$ cat src/sv/trmc_pkg.sv
// types and constants shared by the tick rate mode controller
`default_nettype none
package trmc_pkg;

	localparam int CMD_W    = 3;
	localparam int AMOUNT_W = 16;
	localparam int MEAN_W   = 20;
	localparam int STEPS_W  = 16;
	localparam int MODE_W   = 3;

	localparam logic [CMD_W-1:0] CMD_TICK    = 3'd0;
	localparam logic [CMD_W-1:0] CMD_FREEZE  = 3'd1;
	localparam logic [CMD_W-1:0] CMD_RESET   = 3'd2;
	localparam logic [CMD_W-1:0] CMD_FORWARD = 3'd3;
	localparam logic [CMD_W-1:0] CMD_WARP    = 3'd4;
	localparam logic [CMD_W-1:0] CMD_SLOW    = 3'd5;
	localparam logic [CMD_W-1:0] CMD_ACCEL   = 3'd6;

	typedef enum logic [MODE_W-1:0] {
		MODE_NORMAL  = 3'd0,
		MODE_FROZEN  = 3'd1,
		MODE_FORWARD = 3'd2,
		MODE_WARP    = 3'd3,
		MODE_SLOW    = 3'd4,
		MODE_ACCEL   = 3'd5
	} mode_t;

	typedef enum logic [2:0] {
		KIND_TICK,
		KIND_FREEZE,
		KIND_RESET,
		KIND_FORWARD,
		KIND_WARP,
		KIND_SLOW,
		KIND_ACCEL,
		KIND_IGNORE
	} kind_t;

	typedef struct packed {
		kind_t               kind;
		logic [AMOUNT_W-1:0] amount;
		logic [MEAN_W-1:0]   mean;
	} item_t;

	typedef struct packed {
		logic  valid;
		item_t item;
	} head_t;

	typedef enum logic [1:0] {
		BK_IDLE,
		BK_WARP,
		BK_MOD,
		BK_SLOW_END
	} back_st_t;

endpackage
`default_nettype wire

$ cat src/sv/trmc_if.sv
// handshake channels for input words and result words
`default_nettype none
interface trmc_in_if;
	import trmc_pkg::*;
	logic                valid;
	logic                ready;
	logic [CMD_W-1:0]    command;
	logic [AMOUNT_W-1:0] amount;
	logic [MEAN_W-1:0]   mean_tick_us;

	modport source (output valid, command, amount, mean_tick_us, input ready);
	modport sink   (input valid, command, amount, mean_tick_us, output ready);
endinterface

interface trmc_out_if;
	import trmc_pkg::*;
	logic               valid;
	logic               ready;
	logic [STEPS_W-1:0] steps_to_run;
	logic               accepted;
	logic               finished;
	logic [MODE_W-1:0]  mode_now;

	modport source (output valid, steps_to_run, accepted, finished, mode_now, input ready);
	modport sink   (input valid, steps_to_run, accepted, finished, mode_now, output ready);
endinterface
`default_nettype wire

$ cat src/sv/trmc_front.sv
// front end: accepts words, decodes the command and queues them
`default_nettype none
module trmc_front
	import trmc_pkg::*;
(
	input  wire logic  clk,
	input  wire logic  arst_n,
	trmc_in_if.sink    items,
	output head_t      head,
	input  wire logic  pop
);

	item_t       q_mem [2];
	logic        wr_ptr_q;
	logic        rd_ptr_q;
	logic [1:0]  count_q;
	logic        push;
	logic        do_pop;
	kind_t       kind;

	always_comb begin
		unique case (items.command)
			CMD_TICK:    kind = KIND_TICK;
			CMD_FREEZE:  kind = KIND_FREEZE;
			CMD_RESET:   kind = KIND_RESET;
			CMD_FORWARD: kind = KIND_FORWARD;
			CMD_WARP:    kind = KIND_WARP;
			CMD_SLOW:    kind = KIND_SLOW;
			CMD_ACCEL:   kind = KIND_ACCEL;
			default:     kind = KIND_IGNORE;
		endcase
	end

	assign items.ready = (count_q != 2'd2);
	assign push        = items.valid && items.ready;
	assign do_pop      = pop && (count_q != 2'd0);
	assign head.valid  = (count_q != 2'd0);
	assign head.item   = q_mem[rd_ptr_q];

	always_ff @(posedge clk) begin
		if (push) begin
			q_mem[wr_ptr_q] <= '{kind: kind, amount: items.amount, mean: items.mean_tick_us};
		end
	end

	always_ff @(posedge clk or negedge arst_n) begin
		if (!arst_n) begin
			wr_ptr_q <= 1'b0;
			rd_ptr_q <= 1'b0;
			count_q  <= 2'd0;
		end else begin
			if (push) begin
				wr_ptr_q <= ~wr_ptr_q;
			end
			if (do_pop) begin
				rd_ptr_q <= ~rd_ptr_q;
			end
			unique case ({push, do_pop})
				2'b10:   count_q <= count_q + 2'd1;
				2'b01:   count_q <= count_q - 2'd1;
				default: count_q <= count_q;
			endcase
		end
	end

endmodule
`default_nettype wire

$ cat src/sv/trmc_back.sv
// back end: mode state, warp budget count, slow phase modulo and result register
`default_nettype none
module trmc_back
	import trmc_pkg::*;
#(
	parameter int MAX_WARP_STEPS = 8,
	parameter int WARP_BUDGET_US = 45000
) (
	input  wire logic  clk,
	input  wire logic  arst_n,
	input  head_t      head,
	output logic       pop,
	trmc_out_if.source results
);

	localparam int CW    = $clog2(MAX_WARP_STEPS + 1);
	localparam int BW    = $clog2(WARP_BUDGET_US + 1);
	localparam int SUM_W = ((BW > MEAN_W) ? BW : MEAN_W) + 1;
	localparam logic [CW-1:0]    MAX_K  = CW'(MAX_WARP_STEPS);
	localparam logic [SUM_W-1:0] BUDGET = SUM_W'(WARP_BUDGET_US);

	back_st_t            st_q, st_d;
	mode_t               mode_q, mode_d;
	logic                saved_frozen_q, saved_frozen_d;
	logic [AMOUNT_W-1:0] fwd_q, fwd_d;
	logic [AMOUNT_W-1:0] warp_rem_q, warp_rem_d;
	logic [AMOUNT_W-1:0] slow_f_q, slow_f_d;
	logic [AMOUNT_W-1:0] phase_q, phase_d;
	logic [AMOUNT_W-1:0] accel_q, accel_d;

	logic [MEAN_W-1:0]   mean_q, mean_d;
	logic [CW-1:0]       k_q, k_d;
	logic [SUM_W-1:0]    sum_q, sum_d;
	logic [AMOUNT_W-1:0] div_q, div_d;
	logic [AMOUNT_W-1:0] dvd_q, dvd_d;
	logic [AMOUNT_W-1:0] rem_q, rem_d;
	logic [3:0]          bit_q, bit_d;

	logic                res_valid_q, res_valid_d;
	logic [STEPS_W-1:0]  res_steps_q, res_steps_d;
	logic                res_acc_q, res_acc_d;
	logic                res_fin_q, res_fin_d;
	mode_t               res_mode_q, res_mode_d;
	logic                res_load;

	logic [AMOUNT_W-1:0] k_ext;
	logic [AMOUNT_W-1:0] take;
	logic [AMOUNT_W-1:0] left;
	logic [AMOUNT_W:0]   rem_sh;
	logic [AMOUNT_W:0]   r_inc;

	assign k_ext  = AMOUNT_W'(k_q);
	assign take   = (k_ext < warp_rem_q) ? k_ext : warp_rem_q;
	assign left   = warp_rem_q - take;
	assign rem_sh = {rem_q, dvd_q[AMOUNT_W-1]};
	assign r_inc  = {1'b0, rem_q} + {{AMOUNT_W{1'b0}}, 1'b1};

	always_comb begin
		st_d           = st_q;
		mode_d         = mode_q;
		saved_frozen_d = saved_frozen_q;
		fwd_d          = fwd_q;
		warp_rem_d     = warp_rem_q;
		slow_f_d       = slow_f_q;
		phase_d        = phase_q;
		accel_d        = accel_q;
		mean_d         = mean_q;
		k_d            = k_q;
		sum_d          = sum_q;
		div_d          = div_q;
		dvd_d          = dvd_q;
		rem_d          = rem_q;
		bit_d          = bit_q;
		res_steps_d    = res_steps_q;
		res_acc_d      = res_acc_q;
		res_fin_d      = res_fin_q;
		res_mode_d     = res_mode_q;
		res_load       = 1'b0;
		pop            = 1'b0;

		unique case (st_q)
			BK_IDLE: begin
				if (head.valid && !res_valid_q) begin
					pop         = 1'b1;
					res_steps_d = '0;
					res_acc_d   = 1'b0;
					res_fin_d   = 1'b0;
					res_load    = 1'b1;
					unique case (head.item.kind)
						KIND_TICK: begin
							res_acc_d = 1'b1;
							unique case (mode_q)
								MODE_NORMAL: res_steps_d = STEPS_W'(1);
								MODE_FROZEN: res_steps_d = '0;
								MODE_FORWARD: begin
									res_steps_d = fwd_q;
									res_fin_d   = 1'b1;
									accel_d     = AMOUNT_W'(1);
									fwd_d       = '0;
									slow_f_d    = AMOUNT_W'(1);
									mode_d      = MODE_NORMAL;
								end
								MODE_ACCEL: res_steps_d = accel_q;
								MODE_WARP: begin
									res_load = 1'b0;
									st_d     = BK_WARP;
									mean_d   = head.item.mean;
									k_d      = '0;
									sum_d    = SUM_W'(head.item.mean);
								end
								MODE_SLOW: begin
									res_load = 1'b0;
									st_d     = BK_MOD;
									div_d    = (slow_f_q == '0) ? AMOUNT_W'(1) : slow_f_q;
									dvd_d    = phase_q;
									rem_d    = '0;
									bit_d    = 4'd15;
								end
								default: res_steps_d = '0;
							endcase
						end
						KIND_FREEZE: begin
							if (mode_q != MODE_FROZEN) begin
								mode_d    = MODE_FROZEN;
								res_acc_d = 1'b1;
							end
						end
						KIND_RESET: begin
							accel_d   = AMOUNT_W'(1);
							fwd_d     = '0;
							slow_f_d  = AMOUNT_W'(1);
							mode_d    = MODE_NORMAL;
							res_acc_d = 1'b1;
						end
						KIND_FORWARD, KIND_WARP: begin
							if (mode_q == MODE_NORMAL || mode_q == MODE_FROZEN) begin
								saved_frozen_d = (mode_q == MODE_FROZEN);
								res_acc_d      = 1'b1;
								if (head.item.kind == KIND_FORWARD) begin
									fwd_d  = head.item.amount;
									mode_d = MODE_FORWARD;
								end else begin
									warp_rem_d = head.item.amount;
									mode_d     = MODE_WARP;
								end
							end
						end
						KIND_SLOW, KIND_ACCEL: begin
							if (mode_q == MODE_NORMAL) begin
								res_acc_d = 1'b1;
								if (head.item.kind == KIND_SLOW) begin
									slow_f_d = head.item.amount;
									mode_d   = MODE_SLOW;
								end else begin
									accel_d = head.item.amount;
									mode_d  = MODE_ACCEL;
								end
							end
						end
						default: res_acc_d = 1'b0;
					endcase
				end
			end
			BK_WARP: begin
				if (k_q < MAX_K && sum_q <= BUDGET) begin
					k_d   = k_q + CW'(1);
					sum_d = sum_q + SUM_W'(mean_q);
				end else begin
					warp_rem_d  = left;
					res_steps_d = take;
					res_acc_d   = 1'b1;
					res_fin_d   = (left == '0);
					if (left == '0) begin
						mode_d = saved_frozen_q ? MODE_FROZEN : MODE_NORMAL;
					end
					res_load = 1'b1;
					st_d     = BK_IDLE;
				end
			end
			BK_MOD: begin
				// restoring division, one quotient bit per cycle
				if (rem_sh >= {1'b0, div_q}) begin
					rem_d = AMOUNT_W'(rem_sh - {1'b0, div_q});
				end else begin
					rem_d = rem_sh[AMOUNT_W-1:0];
				end
				dvd_d = {dvd_q[AMOUNT_W-2:0], 1'b0};
				if (bit_q == 4'd0) begin
					st_d = BK_SLOW_END;
				end else begin
					bit_d = bit_q - 4'd1;
				end
			end
			BK_SLOW_END: begin
				res_steps_d = {{(STEPS_W-1){1'b0}}, (rem_q == '0)};
				res_acc_d   = 1'b1;
				res_fin_d   = 1'b0;
				phase_d     = (r_inc == {1'b0, div_q}) ? '0 : r_inc[AMOUNT_W-1:0];
				res_load    = 1'b1;
				st_d        = BK_IDLE;
			end
			default: st_d = BK_IDLE;
		endcase

		if (res_load) begin
			res_mode_d = mode_d;
		end
		res_valid_d = res_load || (res_valid_q && !results.ready);
	end

	assign results.valid        = res_valid_q;
	assign results.steps_to_run = res_steps_q;
	assign results.accepted     = res_acc_q;
	assign results.finished     = res_fin_q;
	assign results.mode_now     = res_mode_q;

	always_ff @(posedge clk) begin
		mean_q      <= mean_d;
		k_q         <= k_d;
		sum_q       <= sum_d;
		div_q       <= div_d;
		dvd_q       <= dvd_d;
		rem_q       <= rem_d;
		bit_q       <= bit_d;
		res_steps_q <= res_steps_d;
		res_acc_q   <= res_acc_d;
		res_fin_q   <= res_fin_d;
		res_mode_q  <= res_mode_d;
	end

	always_ff @(posedge clk or negedge arst_n) begin
		if (!arst_n) begin
			st_q           <= BK_IDLE;
			mode_q         <= MODE_NORMAL;
			saved_frozen_q <= 1'b0;
			fwd_q          <= '0;
			warp_rem_q     <= '0;
			slow_f_q       <= AMOUNT_W'(1);
			phase_q        <= '0;
			accel_q        <= AMOUNT_W'(1);
			res_valid_q    <= 1'b0;
		end else begin
			st_q           <= st_d;
			mode_q         <= mode_d;
			saved_frozen_q <= saved_frozen_d;
			fwd_q          <= fwd_d;
			warp_rem_q     <= warp_rem_d;
			slow_f_q       <= slow_f_d;
			phase_q        <= phase_d;
			accel_q        <= accel_d;
			res_valid_q    <= res_valid_d;
		end
	end

endmodule
`default_nettype wire

$ cat src/sv/tick_rate_mode_controller_core.sv
// tick rate mode controller top level: decode queue in front of the mode engine
// a command or a plain tick passes through its queue entry and then the result register
// a warp tick also runs the budget count loop before its result is loaded
// a slowed tick also runs the bit-serial phase modulo before its result is loaded
// a word is popped only once the single result register is empty; the queue holds two words
// reset: arst_n clears mode to normal, factors to 1, counts and queue to empty
`default_nettype none
module tick_rate_mode_controller_core
	import trmc_pkg::*;
#(
	parameter int MAX_WARP_STEPS = 8,
	parameter int WARP_BUDGET_US = 45000
) (
	input  wire logic  clk,
	input  wire logic  arst_n,
	trmc_in_if.sink    items,
	trmc_out_if.source results
);

	head_t head;
	logic  pop;

	trmc_front u_front (
		.clk    (clk),
		.arst_n (arst_n),
		.items  (items),
		.head   (head),
		.pop    (pop)
	);

	trmc_back #(
		.MAX_WARP_STEPS (MAX_WARP_STEPS),
		.WARP_BUDGET_US (WARP_BUDGET_US)
	) u_back (
		.clk     (clk),
		.arst_n  (arst_n),
		.head    (head),
		.pop     (pop),
		.results (results)
	);

endmodule
`default_nettype wire

$ cat src/flat_wrapper.sv
// flat-port wrapper written by rule: the top's interface ports become plain ports
module tick_rate_mode_controller_core_flat import trmc_pkg::*;
#(
	parameter int MAX_WARP_STEPS = 8,
	parameter int WARP_BUDGET_US = 45000
)
  (clk, arst_n, items_valid, items_command, items_amount, items_mean_tick_us, items_ready, results_valid, results_steps_to_run, results_accepted, results_finished, results_mode_now, results_ready);
  trmc_in_if items_i ();
  trmc_out_if results_i ();
  input  wire logic clk;
  input  wire logic arst_n;
  input wire logic [$bits(items_i.valid)-1:0] items_valid;
  input wire logic [$bits(items_i.command)-1:0] items_command;
  input wire logic [$bits(items_i.amount)-1:0] items_amount;
  input wire logic [$bits(items_i.mean_tick_us)-1:0] items_mean_tick_us;
  output wire logic [$bits(items_i.ready)-1:0] items_ready;
  output wire logic [$bits(results_i.valid)-1:0] results_valid;
  output wire logic [$bits(results_i.steps_to_run)-1:0] results_steps_to_run;
  output wire logic [$bits(results_i.accepted)-1:0] results_accepted;
  output wire logic [$bits(results_i.finished)-1:0] results_finished;
  output wire logic [$bits(results_i.mode_now)-1:0] results_mode_now;
  input wire logic [$bits(results_i.ready)-1:0] results_ready;
  assign items_i.valid = items_valid;
  assign items_i.command = items_command;
  assign items_i.amount = items_amount;
  assign items_i.mean_tick_us = items_mean_tick_us;
  assign items_ready = items_i.ready;
  assign results_valid = results_i.valid;
  assign results_steps_to_run = results_i.steps_to_run;
  assign results_accepted = results_i.accepted;
  assign results_finished = results_i.finished;
  assign results_mode_now = results_i.mode_now;
  assign results_i.ready = results_ready;
  tick_rate_mode_controller_core #(.MAX_WARP_STEPS(MAX_WARP_STEPS), .WARP_BUDGET_US(WARP_BUDGET_US)) u_core (.clk(clk), .arst_n(arst_n), .items(items_i), .results(results_i));
endmodule
$ cat config.mk
export PLATFORM = sky130hd
export DESIGN_NAME = tick_rate_mode_controller_core_flat
export DESIGN_NICKNAME = d
export VERILOG_FILES = /design/src/sv/trmc_pkg.sv /design/src/sv/trmc_if.sv /design/src/sv/trmc_front.sv /design/src/sv/trmc_back.sv /design/src/sv/tick_rate_mode_controller_core.sv /design/src/flat_wrapper.sv
export SDC_FILE = /design/constraint.sdc
export NUM_CORES = 1
export LEC_CHECK = 0
export BUFFER_PORTS_ARGS = -buffer_cell sky130_fd_sc_hd__clkbuf_2
export CAP_MARGIN = 30
export CORE_UTILIZATION = 64
export CTS_BUF_LIST = sky130_fd_sc_hd__clkbuf_8
export DETAILED_ROUTE_END_ITERATION = 8
export PLACE_DENSITY = 0.87
export SETUP_SLACK_MARGIN = 0.3
export SLEW_MARGIN = 20
export SYNTH_ARGS = -nofsm -noshare
export SYNTH_HDL_FRONTEND = slang
export SYNTH_SLANG_ARGS = --single-unit
$ cat constraint.sdc
create_clock -name clk -period 5.2 [get_ports clk]
set_input_delay 0.26 -clock clk [delete_from_list [all_inputs] [get_ports clk]]
set_output_delay 0.26 -clock clk [all_outputs]
set_load 0.01 [all_outputs]
==> reports/results.ini <==
[grt]
grt_most_used_layer = met2
grt_util_all_layers_pct = 30.3
grt_pass1_wl_um = 55800
grt_start_max_net_pins = 73
overflow = 0
grt_pass1_vias = 10830
grt_use_met1_pct = 41.3
grtUsageMet2_pct = 48.7
met3_usage_pct = 5.36
antenna_found_initial = 0

[setup_path]
path_delay_family = simple AND/OR/NAND/NOR gates
slowest_delay_ns = 0.68
cp_cell_sequence = nor3_1, nand2_1, nor2_1, nand3_1, nor2_2, mux2i_1, ha_1, nor2b_1, o31a_1, or4b_2, xor2_1, nand4_1, o41ai_1, a21oi_1
crit_slowest_cell = or4b_2
worst_setup_path_start_kind = flop
crit_arrival_ns = 4.84
end_kind = flop
crit_fanout = 5
path_class = flop to flop
crit_buf_inv = 0
required_ns = 5.50

[place]
port_buffers = 65
hpwl_um = 23100
place.gp.congestion = 0.961
place_area_mm2 = 0.0152
dp_slack_ns = 0.755

[timing]
worst_pin_slew_ns = 0.970
layout_setup_ws_ns = 0.663
fin_skew_ns = 0.0490
hold_viol = 0
fin_crit_ns = 4.54
fin_setup_tns_ns = 0
rsz0062_at_grt = false
max_slew_margin_pct = 35.2
setup_violations = 0
finalCritPeriodShare_pct = 87.3
slew_viol_final = 0
fmax_mhz = 220

[floorplanning]
initial_core_util_pct = 66.1
core-area_mm2 = 0.0222
rows = 54
fp.dieH_um = 153
num_io_pins = 66
die_w_um = 153
dieArea_mm2 = 0.0235

[clocking]
cts_tree = built
clockRootBuffer = clkbuf_8
clkTransAtPathRegs_ns = 0.07
post_cts_buffers = 0
cts_buffers = 44
cts_buffer_depth = 3
cts_sinks = 287
clkLatencyLatePin_ns = 0.59
htreeDepth = 2

[layout]
fin_nets = 1536
regMostFlops = u_core.u_front.q_mem
final-seq-area_mm2 = 0.00817
largest_register_ffs = 78
finish.instance_area_mm2 = 0.0165
top_regs = u_core.u_front.q_mem x78, u_core.u_back.sum_q x21, u_core.u_back.mean_q x20
fillers = 1447
syn_to_final_growth_pct = 13.0
fin_util_pct = 74.7
n_antenna_cell = 0
multiInputGateArea_mm2 = 0.00603
drive_gt1_share_pct = 14.4

[yosys]
ys_types = 76
syn-num-nets = 1443
ys_warn_count = 0
syn-instance-count = 1349
syn_area_per_cell_um2 = 10.9
ys_seq_area_share_pct = 55.7
ys_ff_latch = 287
synthArstFlopShare_pct = 31.7
syn_area_mm2 = 0.0146
synthFlopType = edfxtp_1
synth_area_leaders = edfxtp_1 40%, dfrtp_1 15%, ha_1 4.1%, nand2_1 3.9%, a21oi_1 3.3%
synth_edf_count = 196
synth_top_area_share_pct = 40.2
synth_top_area_cell = edfxtp_1

[job]
timing.max_cap.violations = 0

[power]
intPower_uw = 5130
power.density_mw_per_mm2 = 488
p_clk_share_pct = 22.9
ir_worst_vdd_mv = 0.327
switching_share_pct = 36.5
p_leak_uw = 0.00657
p_sw_uw = 2950
combPwrFrac_pct = 32.7
pwr-share-seq_pct = 44.4

[route]
dr.pass1.iters = 6
vias_per_cell = 6.39
wl_um = 35200
wl_per_cell_um = 20.0
vias = 11239
drt_iter0_drc = 1260
drt.antenna.violating_nets = 0
drc = 0

[status]
status = completed

[hold_path]
min_path_type = primary input to flop

[area by class of cell]
| cell class | count | area share, % |
|---|---|---|
| inverters | 47 | 1.07 |
| repair buffers | 126 | 5.73 |
| clock buffers | 55 | 4.58 |
| clock inverters | 27 | 0.718 |
| flip-flops and latches | 287 | 49.4 |
| well taps | 280 | 2.12 |
| multi-input cells | 936 | 36.4 |
[layer usage]
layer  routed length [um]  part of all wire (%)
met1                14300                    41
met2                16900                    48
met3                 3030                   8.6
met4                 1050                   3.0
met5                    0                     0
[power groups by stage]
| stage | combinational, uW | clock (uW) | sequential, uW |
|---|---|---|---|
| floorplan | 1850 | 0 | 3500 |
| global route | 2890 | 1970 | 3650 |
| detailed placement | 2530 | 0 | 3610 |
| global placement | 2430 | 0 | 3570 |
| finish | 2640 | 1850 | 3590 |
| CTS | 2580 | 1860 | 3570 |
[cell families after synthesis]
group | count (synthesis) | share of synthesized area (%)
DFF | 287 | 55.7
AOI/OAI and AO/OA | 319 | 13.8
adders and majority gates | 51 | 4.51
xor gates and xnor gates | 57 | 3.41
and+or+nand+nor | 447 | 14.6
buffers and inverters | 126 | 3.33
muxes | 62 | 4.59
[Yosys cell counts (6+ instances only)]
master	number
a21oi_1	98
mux2_2	41
nand4_1	11
a22oi_1	8
xnor2_1	41
ha_1	48
nor2_1	129
nor4_1	13
o211ai_1	9
nand2_1	152
buf_1	7
a22o_1	10
nor3b_1	6
a21o_1	11
inv_1	47
nor3_1	25
dfrtp_1	89
nand3_1	36
xor2_1	16
and2_1	6
nand2b_1	13
a211oi_1	15
nor2b_1	11
or3_1	7
mux2i_1	21
buf_2	6
clkbuf_1	65
o31ai_1	26
o22ai_1	7
o21ai_0	70
edfxtp_1	196
a31oi_1	9
o21a_1	15
and3_1	10
[tightest hold or removal path, stage by stage]
cell	delay (ns)
clkbuf_2	0.09
nand2_1	0.15
xnor2_1	0.08
[layout by cell type, fill, tap and decap left out, types with 21 or more instances in the layout]
master,Yosys,layout
dfrtp_1,89,88
nor2_1,129,125
nand3_1,36,36
nor3_1,25,25
clkbuf_2,0,64
inv_1,47,68
clkbuf_8,0,55
mux2i_1,21,21
xnor2_1,41,41
o21ai_0,70,69
nand2_1,152,152
ha_1,48,48
mux2_2,41,41
edfxtp_1,196,196
o31ai_1,26,26
dlygate4sd3_1,0,41
a21oi_1,98,98
[metrics by stage]
stage | power, uW | instances | hold slack [ns]
global route | 8500 | 1758 | 0.108
floorplan | 5350 | 1349 | -0.0356
global placement | 6000 | 1630 | 0.161
detailed placement | 6140 | 1632 | 0.164
CTS | 8010 | 1755 | 0.0585
finish | 8080 | 1758 | 0.0767
[timing repair]
action | CTS | global route
setup endpoints to repair | 0 | 1
hold buffers | 41 | 0
hold endpoints to repair | 98 | 0
resized for setup | 0 | 2
[worst paths after layout]
kind,slack (ns),depth (start not counted),endpoint,start
setup reg to reg,0.66,14,u_core.u_back.results.mode_now[0]$_DFFE_PP_,u_core.u_back.warp_rem_q[8]$_DFFE_PN0P_
setup / recovery,0.66,14,u_core.u_back.results.mode_now[0]$_DFFE_PP_,u_core.u_back.warp_rem_q[8]$_DFFE_PN0P_
hold / removal,0.08,3,u_core.u_front.wr_ptr_q$_DFFE_PN0P_,items_valid
min in group asynchronous,0.12,2,u_core.u_back.phase_q[14]$_DFFE_PN0P_,arst_n
max in group asynchronous,4.07,4,u_core.u_back.accel_q[0]$_DFFE_PN1P_,arst_n
hold reg to reg,0.48,0,u_core.u_back.div_q[9]$_SDFFCE_PN0P_,u_core.u_back.slow_f_q[9]$_DFFE_PN0P_
Power figures use the tool's default switching activity.
